[src/hdl/hsc_pkg.sv]
// hsc_pkg: shared widths, action codes, request/response types and the
// position helpers of the Hamming single-error-correcting codec.
// No dependencies; every other file of the codec depends on it.
`default_nettype none

package hsc_pkg;

    // Fixed field widths
    localparam int WORD_W = 63;
    localparam int LEN_W  = 6;
    localparam int SYN_W  = 6;
    localparam int K_W    = 6;

    // Defaults for the top-level parameter and the data_bits register
    localparam int MAX_DATA_BITS_DEF = 57;
    localparam logic [K_W-1:0] DATA_BITS_RESET = 6'd4;

    // Action codes
    localparam logic ACT_ENCODE = 1'b0;
    localparam logic ACT_DECODE = 1'b1;

    typedef logic [WORD_W-1:0] t_word;

    // Codeword geometry held by the configuration block
    typedef struct packed {
        logic [K_W-1:0]   k;
        logic [LEN_W-1:0] len;
    } t_cfg;

    // Result of one request
    typedef struct packed {
        t_word            result_word;
        logic [LEN_W-1:0] result_length;
        logic [SYN_W-1:0] syndrome;
        logic             corrected;
        logic             bad_syndrome;
    } t_rsp;

    // Position (1-based) of the j-th data bit: the j-th non-power-of-two position
    function automatic int data_pos(input int j);
        int pos;
        int placed;
        pos    = 0;
        placed = 0;
        for (int p = 1; p <= WORD_W; p++) begin
            if ((p & (p - 1)) != 0) begin
                if (placed == j) begin
                    pos = p;
                end
                placed++;
            end
        end
        return pos;
    endfunction

    // Clamp a written data_bits value into 1..max_k
    function automatic logic [K_W-1:0] clamp_k(input logic [K_W-1:0] v, input int max_k);
        logic [K_W-1:0] k;
        k = v;
        if (k == '0) begin
            k = K_W'(1);
        end
        if (k > K_W'(max_k)) begin
            k = K_W'(max_k);
        end
        return k;
    endfunction

    // Codeword length for k data bits: k plus the smallest check count r
    // with 2**r >= k + r + 1
    function automatic logic [LEN_W-1:0] code_len(input logic [K_W-1:0] k);
        logic [LEN_W-1:0] r;
        logic             found;
        r     = '0;
        found = 1'b0;
        for (int i = 0; i <= SYN_W; i++) begin
            if (!found && ((8'd1 << i) >= (8'(k) + 8'(i) + 8'd1))) begin
                r     = LEN_W'(i);
                found = 1'b1;
            end
        end
        return LEN_W'(k) + r;
    endfunction

    // XOR of the positions of all set bits
    function automatic logic [SYN_W-1:0] syn_of(input t_word v);
        logic [SYN_W-1:0] s;
        s = '0;
        for (int i = 0; i < WORD_W; i++) begin
            if (v[i]) begin
                s = s ^ SYN_W'(i + 1);
            end
        end
        return s;
    endfunction

endpackage

`default_nettype wire

[src/hdl/hsc_cfg.sv]
// hsc_cfg: data_bits register, clamped on write, with the derived codeword length.
// Depends on hsc_pkg.
`default_nettype none

module hsc_cfg #(
    parameter int MAX_DATA_BITS = hsc_pkg::MAX_DATA_BITS_DEF
) (
    input  wire logic                    i_clk,
    input  wire logic                    i_rst_n,
    input  wire logic                    i_cfg_we,
    input  wire logic [hsc_pkg::K_W-1:0] i_cfg_wdata,
    output hsc_pkg::t_cfg                o_cfg
);
    import hsc_pkg::*;

    localparam logic [K_W-1:0]   RST_K   = clamp_k(DATA_BITS_RESET, MAX_DATA_BITS);
    localparam logic [LEN_W-1:0] RST_LEN = code_len(RST_K);

    t_cfg           r_cfg;
    logic [K_W-1:0] n_k;

    // Clamp the written value once, here
    assign n_k = clamp_k(i_cfg_wdata, MAX_DATA_BITS);

    // Hold geometry; update on a write
    always_ff @(posedge i_clk) begin
        if (!i_rst_n) begin
            r_cfg.k   <= RST_K;
            r_cfg.len <= RST_LEN;
        end else if (i_cfg_we) begin
            r_cfg.k   <= n_k;
            r_cfg.len <= code_len(n_k);
        end
    end

    assign o_cfg = r_cfg;

endmodule

`default_nettype wire

[config.mk]
export PLATFORM = sky130hd
export DESIGN_NAME = hsc_cfg
export DESIGN_NICKNAME = d
export VERILOG_FILES = /design/src/hdl/hsc_pkg.sv /design/src/hdl/hsc_cfg.sv
export SDC_FILE = /design/constraint.sdc
export NUM_CORES = 1
export LEC_CHECK = 0
export BUFFER_PORTS_ARGS = -buffer_cell sky130_fd_sc_hd__clkbuf_2
export CAP_MARGIN = 0
export CORE_ASPECT_RATIO = 1.25
export CORE_MARGIN = 5
export CORE_UTILIZATION = 62
export DETAILED_ROUTE_END_ITERATION = 10
export HOLD_SLACK_MARGIN = 0.15
export PLACE_DENSITY = 0.86
export SLEW_MARGIN = 15
export SYNTH_ARGS = -nofsm -noshare
export SYNTH_HDL_FRONTEND = slang
export SYNTH_SLANG_ARGS = --single-unit
[constraint.sdc]
create_clock -name i_clk -period 11.7 [get_ports i_clk]
set_clock_uncertainty 0.05 [all_clocks]
set_input_delay 1.755 -clock i_clk [delete_from_list [all_inputs] [get_ports i_clk]]
set_output_delay 1.755 -clock i_clk [all_outputs]
set_load 0.02 [all_outputs]
=== Yosys cells after proc, flatten, opt, wreduce, memory -nomap -nowiden ===
Index checks and enable logic that the tools add are counted.
Widths: inputs -> output; s select.

* Reductions and logical operators: 13
* Order comparisons: 8
* $add $sub $neg: 13
* Mux-type cells: 28

{| class="wikitable"
|+ Operator list
! kind !! number
|-
| $mux 6 || 9
|-
| $add 7x1->8 const B || 6
|-
| $add 6x3->7 const B || 3
|-
| $mux 1 || 19
|-
| $add 6x2->7 const B || 2
|-
| $ge 1x8->1 const A || 1
|-
| $ge 2x8->1 const A || 1
|-
| $ge 3x8->1 const A || 1
|-
| $ge 4x8->1 const A || 1
|-
| $ge 5x8->1 const A || 1
|-
| $ge 6x8->1 const A || 1
|-
| $ge 7x8->1 const A || 1
|-
| $add 6x1->7 const B || 1
|-
| $add 6x6->6 || 1
|-
| $gt 6x6->1 const B || 1
|-
| $logic_and 1x1->1 || 6
|-
| $logic_not 1->1 || 6
|-
| $logic_not 6->1 || 1
|}

* Input bits: 9
* Logic and storage cells: 64
* Flip-flop bits (word level): 12
* Output and inout port bits: 12

=== Depth between registers and ports, before layout ===
* Word-level depth: 40
* Mapped depth: 18
* Gate-level depth less buffers: 16

=== Worst setup path before layout ===
Ideal clock, no wire load.

* Path kind: in2reg
* Start: input i_cfg_wdata[3] in the netlist's numbering
* End: register r_cfg (netlist bit o_cfg[4])
* Path slack: 6.561 ns
* Setup time: 0.116 ns
* Stages: 17
* Arrival time: 4.973 ns
* Buffers on the path: 1
* Data required time: 11.534 ns
* Path through: buf_2 o2111a_2 a211oi_4 inv_4 ha_1 and2b_2 a211o_1 nor3_1 o32ai_2 nand4bb_1 o311ai_1 ha_1 fa_1 a21oi_1 nor3_1 nand3b_1 o211a_1

* Cells in the longest elaborated chain, start to end: 40
* Elaborated cells on any way between the ends: 62
* Classes of those cells: 13 x add/sub; 8 x order compare; 28 x mux; 13 x reduce/logical

{| class="wikitable"
|+ RTL lines
! what !! RTL line !! RTL
|-
| start: declaration || hsc_cfg.sv:11 || <nowiki>input wire logic [hsc_pkg::K_W-1:0] i_cfg_wdata,</nowiki>
|-
| $logic_not 6->1 || hsc_pkg.sv:60 || <nowiki>if (k == '0) begin</nowiki>
|-
| $mux 6 (*) || hsc_pkg.sv:60 ||
|-
| $gt 6x6->1 || hsc_pkg.sv:63 || <nowiki>if (k > K_W'(max_k)) begin</nowiki>
|-
| $mux 6 (*) || hsc_pkg.sv:63 ||
|-
| named net n_k[0] || hsc_cfg.sv:20 || <nowiki>logic [K_W-1:0] n_k;</nowiki>
|-
| parallel branches: the longest is 35 deep, another holds $add 7x1->8 || - ||
|-
| $add 6x6->6 (*) || hsc_pkg.sv:82 || <nowiki>return LEN_W'(k) + r;</nowiki>
|-
| end: declaration || hsc_cfg.sv:19 || <nowiki>t_cfg r_cfg;</nowiki>
|}

Mark *: on every way through the listed nets, which the timed path passes. The select of a mux whose other input is x is not followed.
A chain may end at the register's enable or synchronous reset.

=== Final worst setup path ===
* Start: input i_cfg_wdata[4] in the netlist's numbering
* End: register r_cfg (netlist bit o_cfg[4])

Same word-level chain as after synthesis.

==> impl_metrics.toml <==
[run_status]
status = "complete, no violations"

[clock_network]
clk_pin_slew_ns = 0.07
cts.path.max_buffers = 2
htreeDepth = 1
postCtsSetupRepairBufs = 0
cts-root-buf = "clkbuf_4"
ctsHoldBuffers = 0
tritoncts = "built"
cts_resized = 0
cts_made_buffers = 3
clk_latency_ns = 0.26
clock_sinks = 12

[yosys]
yosysMostFrequentCell = "ha_1"
syn_area_um2 = 1440
synth_common_cells = "ha_1 (19), nand2_1 (18), dfxtp_1 (12)"
yosys.area.top_type_share = 0.1668
synth.area.top_cells = "dfxtp_1 (17%), ha_1 (17%), nand2_1 (4.7%)"
synth_cells = 176
yosys_warnings = 0
synth_area_leader_cell = "dfxtp_1"
ys_types = 58
yosysSeqAreaShare = 0.1668
syn_nets = 205
synth_edf_count = 0
synth_area_per_cell_um2 = 8.183
ys_ff_latch = 12
ys.flop_type = "dfxtp_1"
synthArstFlopShare = 0

[place]
dp.cells = 215
place_hpwl_um = 2702
io_buffers = 20
gp_congestion = 1.016
dp_slack_ns = 5.940
placed_area_um2 = 1516

[layout]
fillers = 187
nets = 218
stdcell_count = 219
drive_gt1_frac = 0.2021
largest_reg_flops = 12
diodes = 0
stdcell_area_um2 = 1553
area_growth_pct = 7.819
final_core_util = 0.7023

[routing]
via_per_inst = 6.406
drc = 0
ant_nets = 0
dr.pass1.iters = 4
drt-total-wl_um = 3479
wl_per_cell_um = 15.89
drt_iter0_markers = 54
via_count = 1403

[power]
p_leak_nw = 0.6986
p_per_area_nw_per_um2 = 90.11
switching_share = 0.3764
p_comb_frac = 0.442
clkPwrFrac = 0.224
p_switching_mw = 0.05266
seqPwrFrac = 0.333
vdd_ir_drop_max_mv = 0.07552
intPower_mw = 0.08726
p_total_mw = 0.1399

[timing]
min_period_over_period = 0.4714
slew_headroom = 0.6807
holdWs_ns = 0.4324
timing.setup.tns_ns = 0
period_needed_ns = 5.515
max_freq_mhz = 181.3
slew_violations = 0
hold_viol_final = 0
fin_ws_ns = 6.185
setup_viol = 0
rsz0062_at_grt = "false"
worstMarginPinSlew_ns = 0.4775

[floorplanning]
die_w_um = 53.11
ios = 21
die_y_um = 63.89
start_util = 0.6514
dieArea_um2 = 3393
core_area_um2 = 2211
num_rows = 19

[worst_setup_path]
crit_slowest_cell = "a211oi_4"
reg2reg_to = "o_cfg[0]$_SDFFE_PN1P_"
endpoint_kind = "flop"
worstPathArrival_ns = 5.63
critPathRequiredTime_ns = 11.81
ff2ff_setup_slack_ns = 10.98
cp_max_fo = 23
r2r-start = "o_cfg[0]$_SDFFE_PN1P_"
critPathLaunchType = "primary input"
path_buf_inv = 2
reg2regPathDepth = 2
crit_path_max_incr_delay_ns = 0.45
cpLargestDelayFamily = "compound AO/OA/AOI/OAI gates"
path_cells = "clkbuf_2 > o2111a_2 > a211oi_4 > inv_4 > ha_1 > and2b_2 > a211o_1 > nor3_1 > o32ai_2 > nand4bb_1 > o311ai_1 > ha_1 > fa_1 > a21oi_1 > nor3_1 > nand3b_1 > o211a_1"
path_class = "in2reg"

[global_route]
grtUsageTotal = 0.2315
grt_antenna_before_repair = 0
grt_max_degree = 24
grt-ovfl-total = 0
grt_pass1_vias = 1375
grt_pass1_wl_um = 6196

[min_path]
holdPathStages = 1
hold_path.startpoint = "o_cfg[6]$_SDFFE_PN0P_"
min_to = "o_cfg[6]$_SDFFE_PN0P_"
hold_class = "reg2reg"

[flow_run]
max_cap_violations = 0
cell usage in the layout (no fill, tap or decap), types with 2 or more instances in the layout:
cell / instances
nor3_1: 6
a211oi_1: 4
xnor2_1: 3
o22ai_1: 3
o211a_1: 4
nand4b_1: 2
nor2b_1: 8
nor3b_1: 2
inv_1: 5
o211ai_1: 2
mux2i_1: 6
nor2_1: 9
a211o_1: 2
nand3_1: 3
a21oi_1: 9
clkbuf_2: 20
nand2_1: 18
o21ai_0: 9
clkbuf_4: 3
ha_1: 19
nand2b_1: 3
and4_1: 2
dfxtp_1: 12
power by group through the flow:
stage / combinational, mW / sequential (mW) / clock [mW]
2_1_floorplan: 0.0420 / 0.0522 / 0
3_3_place_gp: 0.0589 / 0.0473 / 0
3_5_place_dp: 0.0612 / 0.0476 / 0
4_1_cts: 0.0614 / 0.0467 / 0.0323
5_1_grt: 0.0693 / 0.0471 / 0.0355
6_report: 0.0619 / 0.0467 / 0.0314
worst max-delay path by stage:
stage	startpoint	to	slack, ns	cells past startpoint
3_3_place_gp	i_cfg_wdata[3]	o_cfg[4]$_SDFFE_PN0P_	6.02	17
4_1_cts	i_cfg_wdata[5]	o_cfg[4]$_SDFFE_PN0P_	6.22	17
5_1_grt	i_cfg_wdata[4]	o_cfg[5]$_SDFFE_PN0P_	5.83	17
6_report	i_cfg_wdata[4]	o_cfg[4]$_SDFFE_PN0P_	6.18	17
3_5_place_dp	i_cfg_wdata[4]	o_cfg[4]$_SDFFE_PN0P_	5.94	17
2_1_floorplan	i_cfg_wdata[3]	o_cfg[4]$_SDFFE_PN0P_	6.56	17
cell type report:
cell class                      instances  area, um^2  share of cell area
Multi-Input combinational cell        146        1112              0.7164
Sequential cell                        12       240.2              0.1547
Timing Repair Buffer                   20       100.1             0.06446
Tap cell                               31       38.79             0.02498
Clock buffer                            4       36.28             0.02337
Inverter                                6       25.02             0.01612
per-layer routing:
metal  global-route usage  wire length (um)  vias up
li1                     -                 -      673
met1               0.2756              1387      652
met2               0.3944              1754       62
met3              0.02326               202       16
met4               0.1278               135        0
met5                    0                 0        -
kinds of logic (layout without fill, tap and decap cells):
| kind of cell | after synthesis | in the layout | synth area share |
|---|---|---|---|
| AO/OA/AOI/OAI | 51 | 51 | 0.2780 |
| XOR/XNOR | 4 | 4 | 0.02433 |
| adder cells (fa/ha/maj) | 20 | 20 | 0.1790 |
| buffers and inverters | 18 | 30 | 0.06082 |
| flip-flops | 12 | 12 | 0.1668 |
| multiplexers | 6 | 6 | 0.04170 |
| AND/OR/NAND/NOR | 65 | 65 | 0.2494 |
worst register-to-register path, cell delays in order, from the launching register on:
cell and delay, ns:
dfxtp_1 0.33, mux2i_1 0.14, nand2_1 0.08
Power figures use the tool's default switching activity.
